`src/hdl/istsu_pkg.sv`:
```
// ============================================================================
// istsu_pkg
// Shared codes, field widths and types of the indexed sequential title
// search unit.
// ============================================================================
package istsu_pkg;

    // Input field widths
    localparam int OP_W     = 2;
    localparam int SLOT_W   = 5;
    localparam int POS_W    = 7;
    localparam int CHAR_W   = 8;
    localparam int IVAL_W   = 6;

    // Result field widths
    localparam int STATUS_W = 2;
    localparam int TPOS_W   = 6;

    // Configuration register
    localparam int COUNT_W  = 6;
    localparam logic [COUNT_W-1:0] TITLE_COUNT_RESET = 6'd32;

    // Title rank (1-based position, range bounds), holds up to 64 + 1
    localparam int RANK_W   = 7;

    // Stream data widths
    localparam int S_DATA_W = 32;
    localparam int M_DATA_W = 8;

    // Depth of the queue between front and back
    localparam int QUEUE_DEPTH = 4;

    // Operation codes on the input stream
    localparam logic [OP_W-1:0] OP_TITLE = 2'd0;
    localparam logic [OP_W-1:0] OP_INDEX = 2'd1;
    localparam logic [OP_W-1:0] OP_QUERY = 2'd2;

    // Result status codes
    localparam logic [STATUS_W-1:0] STATUS_NO_MATCH = 2'd0;
    localparam logic [STATUS_W-1:0] STATUS_MATCH    = 2'd1;
    localparam logic [STATUS_W-1:0] STATUS_NO_ENTRY = 2'd2;

    // Kind of work handed to the back end
    typedef enum logic [1:0] {
        KIND_TITLE,
        KIND_INDEX,
        KIND_QUERY
    } item_kind_t;

    typedef struct packed {
        item_kind_t          kind;
        logic [SLOT_W-1:0]   slot;
        logic [POS_W-1:0]    pos;
        logic [CHAR_W-1:0]   ch;
        logic [IVAL_W-1:0]   ival;
        logic                last_char;
    } work_item_t;

    // One side of the queue: an entry plus its valid flag
    typedef struct packed {
        logic        valid;
        work_item_t  item;
    } queue_port_t;

endpackage

```
`src/hdl/istsu_queue.sv`:
```
// ============================================================================
// istsu_queue
// Short register FIFO between the front and the back end.
// ============================================================================
module istsu_queue (
    input  logic                    clk,
    input  logic                    rst_n,
    input  istsu_pkg::queue_port_t  push,
    output logic                    full,
    input  logic                    pop,
    output istsu_pkg::queue_port_t  head
);

    localparam int PTR_W = $clog2(istsu_pkg::QUEUE_DEPTH);
    localparam int CNT_W = $clog2(istsu_pkg::QUEUE_DEPTH + 1);

    istsu_pkg::work_item_t slots_reg [istsu_pkg::QUEUE_DEPTH];
    logic [PTR_W-1:0]      wr_ptr_reg;
    logic [PTR_W-1:0]      rd_ptr_reg;
    logic [CNT_W-1:0]      count_reg;
    logic                  do_push;
    logic                  do_pop;

    assign full       = count_reg == CNT_W'(istsu_pkg::QUEUE_DEPTH);
    assign head.valid = count_reg != '0;
    assign head.item  = slots_reg[rd_ptr_reg];
    assign do_push    = push.valid && !full;
    assign do_pop     = pop && head.valid;

    // Entry storage
    always_ff @(posedge clk)
    begin
        if (do_push)
        begin
            slots_reg[wr_ptr_reg] <= push.item;
        end
    end

    // Pointers and fill level
    always_ff @(posedge clk or negedge rst_n)
    begin
        if (!rst_n)
        begin
            wr_ptr_reg <= '0;
            rd_ptr_reg <= '0;
            count_reg  <= '0;
        end
        else
        begin
            if (do_push)
            begin
                wr_ptr_reg <= wr_ptr_reg + 1'b1;
            end
            if (do_pop)
            begin
                rd_ptr_reg <= rd_ptr_reg + 1'b1;
            end
            case ({do_push, do_pop})
                2'b10:   count_reg <= count_reg + 1'b1;
                2'b01:   count_reg <= count_reg - 1'b1;
                default: count_reg <= count_reg;
            endcase
        end
    end

endmodule

```
`config.mk`:
```
export PLATFORM = sky130hd
export DESIGN_NAME = istsu_queue
export DESIGN_NICKNAME = d
export VERILOG_FILES = /design/src/hdl/istsu_pkg.sv /design/src/hdl/istsu_queue.sv
export SDC_FILE = /design/constraint.sdc
export NUM_CORES = 1
export LEC_CHECK = 0
export BUFFER_PORTS_ARGS = -buffer_cell sky130_fd_sc_hd__buf_2
export CAP_MARGIN = 20
export CORE_MARGIN = 2
export CORE_UTILIZATION = 47
export DETAILED_ROUTE_END_ITERATION = 16
export PLACE_DENSITY = 0.67
export SLEW_MARGIN = 25
export SYNTH_ARGS = -nofsm -noshare
export SYNTH_HDL_FRONTEND = slang
export SYNTH_SLANG_ARGS = --single-unit
```
`constraint.sdc`:
```
create_clock -name clk -period 1.7 [get_ports clk]
set_input_delay 0.255 -clock clk [delete_from_list [all_inputs] [get_ports clk]]
set_output_delay 0.255 -clock clk [all_outputs]
set_load 0.01 [all_outputs]
```
# Word-level counts from Yosys, hierarchy flattened
# Memories as Yosys holds them, arrays and structs flattened.
# Index checks and enable logic that the tools add are counted.
# totals
n_memories	1
regBits	7
in_bits	33
ramBits	116
output_inout_bits	31
# memory_table
name	words	word_bits	rd	rd_ports_with_merged_regs	write_ports	line_no	text
slots_reg	4	29	1	0	1	istsu_queue.sv:17	istsu_pkg::work_item_t slots_reg [istsu_pkg::QUEUE_DEPTH];
# classes
add_sub_neg	4
reduce_logical	5
n_mux	3
eq_ne	3
# ops
operator	count
3-bit case mux with 2 select lines	1
2-bit by 1-bit adder with 2-bit output, second input constant	2
3-bit by 1-bit adder with 3-bit output, second input constant	1
3-bit equality test, second input constant	1
3-bit nonzero test	1
3-bit by 1-bit subtractor with 3-bit output, second input constant	1
2-bit by 1-bit equality test with 1-bit output, second input constant	1
2-bit equality test, second input constant	1
1-bit logical AND	2
1-bit two-way mux	2
2-bit nonzero test	1
1-bit logical NOT	1

# Depth between registers and ports, before layout
# logic_depth
depth_word	5
depth_mapped	9

# Least setup slack after synthesis
# No wires, ideal clock.
# synth_path
kind	reg-to-reg
startpoint	register count_reg[0]
endpoint	register count_reg[2]
t_required_ns	1.621
n_path_buf	0
stages_incl_launch_ff	10
arrival_time_ns	1.834
setup_ns	0.079
path_slack_ns	-0.213
path_cell_list	dfrtp_1 > nor3b_4 > nor2b_4 > inv_1 > ha_1 > inv_1 > fa_1 > xor2_1 > nor2_1 > xor2_1
# synth_via
elab_chain_cells	5
elab_cells_between_ends	11
classes_between	add/sub (2); eq/ne (3); mux (1); reduce/logical (5)
# synth_lines
item	line_no	text
from (decl)	istsu_queue.sv:20	logic [CNT_W-1:0] count_reg;
from (signal assigned)	istsu_queue.sv:59	2'b10: count_reg <= count_reg + 1'b1;
from (signal assigned)	istsu_queue.sv:60	2'b01: count_reg <= count_reg - 1'b1;
from (signal assigned)	istsu_queue.sv:61	default: count_reg <= count_reg;
3-bit equality test (*)	istsu_queue.sv:24	assign full = count_reg == CNT_W'(istsu_pkg::QUEUE_DEPTH);
via full	istsu_queue.sv:9	output logic full,
1-bit logical NOT (*)	istsu_queue.sv:27	assign do_push = push.valid && !full;
1-bit logical AND (*)	istsu_queue.sv:27	
2-bit by 1-bit equality test with 1-bit output / 2-bit equality test (equally long branches)	istsu_queue.sv:58	case ({do_push, do_pop})
3-bit case mux with 2 select lines / 2-bit nonzero test (equally long branches)	n/a	
# Mark *: on every way through the listed nets, which the timed path passes. The rest lies on a longest branch.
# A chain may end at the register's enable or synchronous reset.

==> impl_metrics.csv <==
group,metric,value,unit
status,status,"finished with violations",
status,violations,"setup timing",
global_routing,overflow,0,
logic_synthesis,synth_area,0.00463,mm²
final_layout,final_cell_mix,"edfxtp_1 (116), buf_2 (47), dlygate4sd3_1 (30)",
timing,setup_ws,-339,ps
final_layout,n_antenna_cell,0,
timing,min_period,2040,ps
timing,drv_slew,0,
timing,rsz0062_at_grt,"yes",
die,start_util,47.8,%
detailed_routing,dr.pass1.iters,4,
final_layout,num-fill-cells,675,
cts,numCtsBuffers,17,
timing,finalHoldViolations,0,
final_layout,layout-drive-gt1-share,47.4,%
logic_synthesis,ys.flop_type,"edfxtp_1",
timing,tightest_slew,278,ps
final_layout,multi_input_area,921,µm²
final_layout,layout_commonest_cell,"edfxtp_1",
global_routing,grt_max_degree,29,
die,die_area,0.0107,mm²
timing,period_share,120,%
critical_path,arrival,1780,ps
critical_path,critPathBufInv,2,
critical_path,path_max_fanout,12,
power_and_ir_drop,ir_drop,897,µV
die,std_cell_rows,36,
die,chipHeight,103,µm
worst_hold_path,hp-class,"in -> async",
logic_synthesis,synth_edf_count,116,
cts,cts.sinks,123,
cts,clock_latency,500,ps
critical_path,worstSetupPathType,"reg -> out",
place,gp_congestion,0.731,
final_layout,largest_register_ff_count,116,
timing,fmax,490,MHz
final_layout,finish.instance_area,0.00635,mm²
place,io_buffers,63,
global_routing,grt_pass1_wl,12400,µm
final_layout,finalNetCount,354,
detailed_routing,wl,8100,µm
detailed_routing,ant_nets,0,
cts,cts_tree,"done",
critical_path,startpoint_type,"flop",
timing,fin_skew,6.17,ps
critical_path,worst_ep_required_time,1440,ps
final_layout,post-route-util,65.6,%
detailed_routing,wl_per_cell,17.6,µm
power_and_ir_drop,p_leak,2.30,nW
global_routing,antenna_found_initial,0,
global_routing,grt_usage,16.5,%
place,dp_hpwl,4850,µm
logic_synthesis,synth_cells,188,
power_and_ir_drop,p_per_area,1790,mW/mm²
critical_path,end_kind,"output pin",
logic_synthesis,yosys.area.top_type,"edfxtp_1",
critical_path,cpMaxStageDelayCell,"mux4_2",
logic_synthesis,yosys_warnings,0,
timing,setup_viol,31,
critical_path,path_cells,"buf_12 -> mux4_2 -> buf_6",
timing,relSlewSlack,81.4,%
critical_path,cp_top_family,"multiplexers",
final_layout,seq_area,0.00366,mm²
detailed_routing,viasPerCell,5.01,
detailed_routing,vias,2304,
logic_synthesis,async_flop_share,5.69,%
cts,clk_pin_slew,50,ps
logic_synthesis,synth_seq_cells,123,
logic_synthesis,synthTopCellsByArea,"edfxtp_1 (75%), mux4_2 (14%), dfrtp_1 (3.8%), ha_1 (1.4%), buf_6 (0.73%)",
cts,cts-htree-levels,4,
flow_run,max_cap_violations,0,
die,io-pin-count,64,
final_layout,area_growth,37.1,%
logic_synthesis,syn_area_per_cell,24.6,µm²
place,placed_area,0.00532,mm²
detailed_routing,drt_iter0_drc,103,
die,design.core.area,0.00968,mm²
die,fp.dieW,103,µm
logic_synthesis,synth_cell_types,21,
logic_synthesis,syn-num-nets,227,
logic_synthesis,ys_seq_area_share,79.0,%
logic_synthesis,yosysTopAreaCellShare,75.2,%
critical_path,slowest_delay,550,ps
cts,clockBufferDepth,2,
cts,cts_root_buffer,"clkbuf_8",
global_routing,grt_pass1_vias,2368,
detailed_routing,drc,0,
worst register-to-register path: cells and delay by family (launching register included):
family	cells	cell delay, ps
buf+inv	3	220
fa+ha+maj	2	450
simple gates	3	420
flops	1	370
xor+xnor	2	310
metal layers:
metal | vias up | share of wire (%) | GRT usage (%)
li1 | 1036 | - | -
met3 | 13 | 6.4 | 6.85
met1 | 1184 | 41 | 21.1
met2 | 71 | 51 | 25.3
met5 | - | 0 | 0
met4 | 0 | 1.4 | 6.58
path summary, 6_finish.rpt:
check / slack, ps / from / cells after the start / to
min in group clk: 230 / pop / 4 / rd_ptr_reg[0]
worst min register to register: 590 / wr_ptr_reg[1] / 1 / wr_ptr_reg[1]
worst max register to register: -140 / count_reg[2] / 10 / count_reg[2]
max in group asynchronous: 1420 / rst_n / 2 / rd_ptr_reg[0]
worst max-delay path: -340 / rd_ptr_reg[0] / 3 / head[9]
worst min-delay path: 110 / rst_n / 2 / count_reg[0]
cell usage after synthesis, types with 2 or more instances:
master	number
buf_2	2
and2_2	4
edfxtp_1	116
xor2_1	3
xnor2_1	3
buf_6	3
ha_1	5
mux4_2	28
inv_1	6
dfrtp_1	7
repair_timing:
action | 4_1_cts | 5_1_grt
hold buffers | 30 | 0
resized for setup | 16 | 8
setup endpoints to repair | 32 | 61
gates cloned | 0 | 1
endpoints found under the hold margin | 123 | 0
setup buffers | 1 | 1
pin swaps | 3 | 0
power breakdown:
group,switching [mW],leakage [nW],internal (mW),total (mW)
combinational,1.67,0.886,2.08,3.75
sequential,0.210,1.14,4.03,4.24
clock,1.20,0.268,2.20,3.41
total,3.08,2.30,8.31,11.4
kinds of logic (layout without fill, tap and decap cells):
family                     after synthesis  count (layout)  synth area share [%]
AOI/OAI and AO/OA                        1               1                 0.216
adders and majority gates                6               6                  1.78
buffers and inverters                   12             151                  1.51
muxes                                   31              31                  14.7
xor gates and xnor gates                 6               6                  1.13
DFF                                    123             123                  79.0
and+or+nand+nor                          9               9                  1.67
cell type report:
cell class	count	share of cell area (%)
Clock buffer	18	6.58
Clock inverter	13	2.38
Multi-Input combinational cell	53	14.5
Inverter	6	0.354
Sequential cell	123	57.6
Timing Repair Buffer	114	16.0
Tap cell	133	2.62
through the flow:
step	setup slack (ps)	hold slack [ps]	total power, mW	std cells	setup TNS (ps)
finish	-339	111	11.4	460	-9410
global route	-425	95.1	12.0	460	-12110
CTS	-393	94.5	11.3	458	-10660
detailed placement	-190	97.6	7.59	396	-207
global placement	-78.2	95.8	7.50	396	-78.2
floorplan	-156	-40.6	6.22	188	-203
Power figures use the tool's default switching activity.
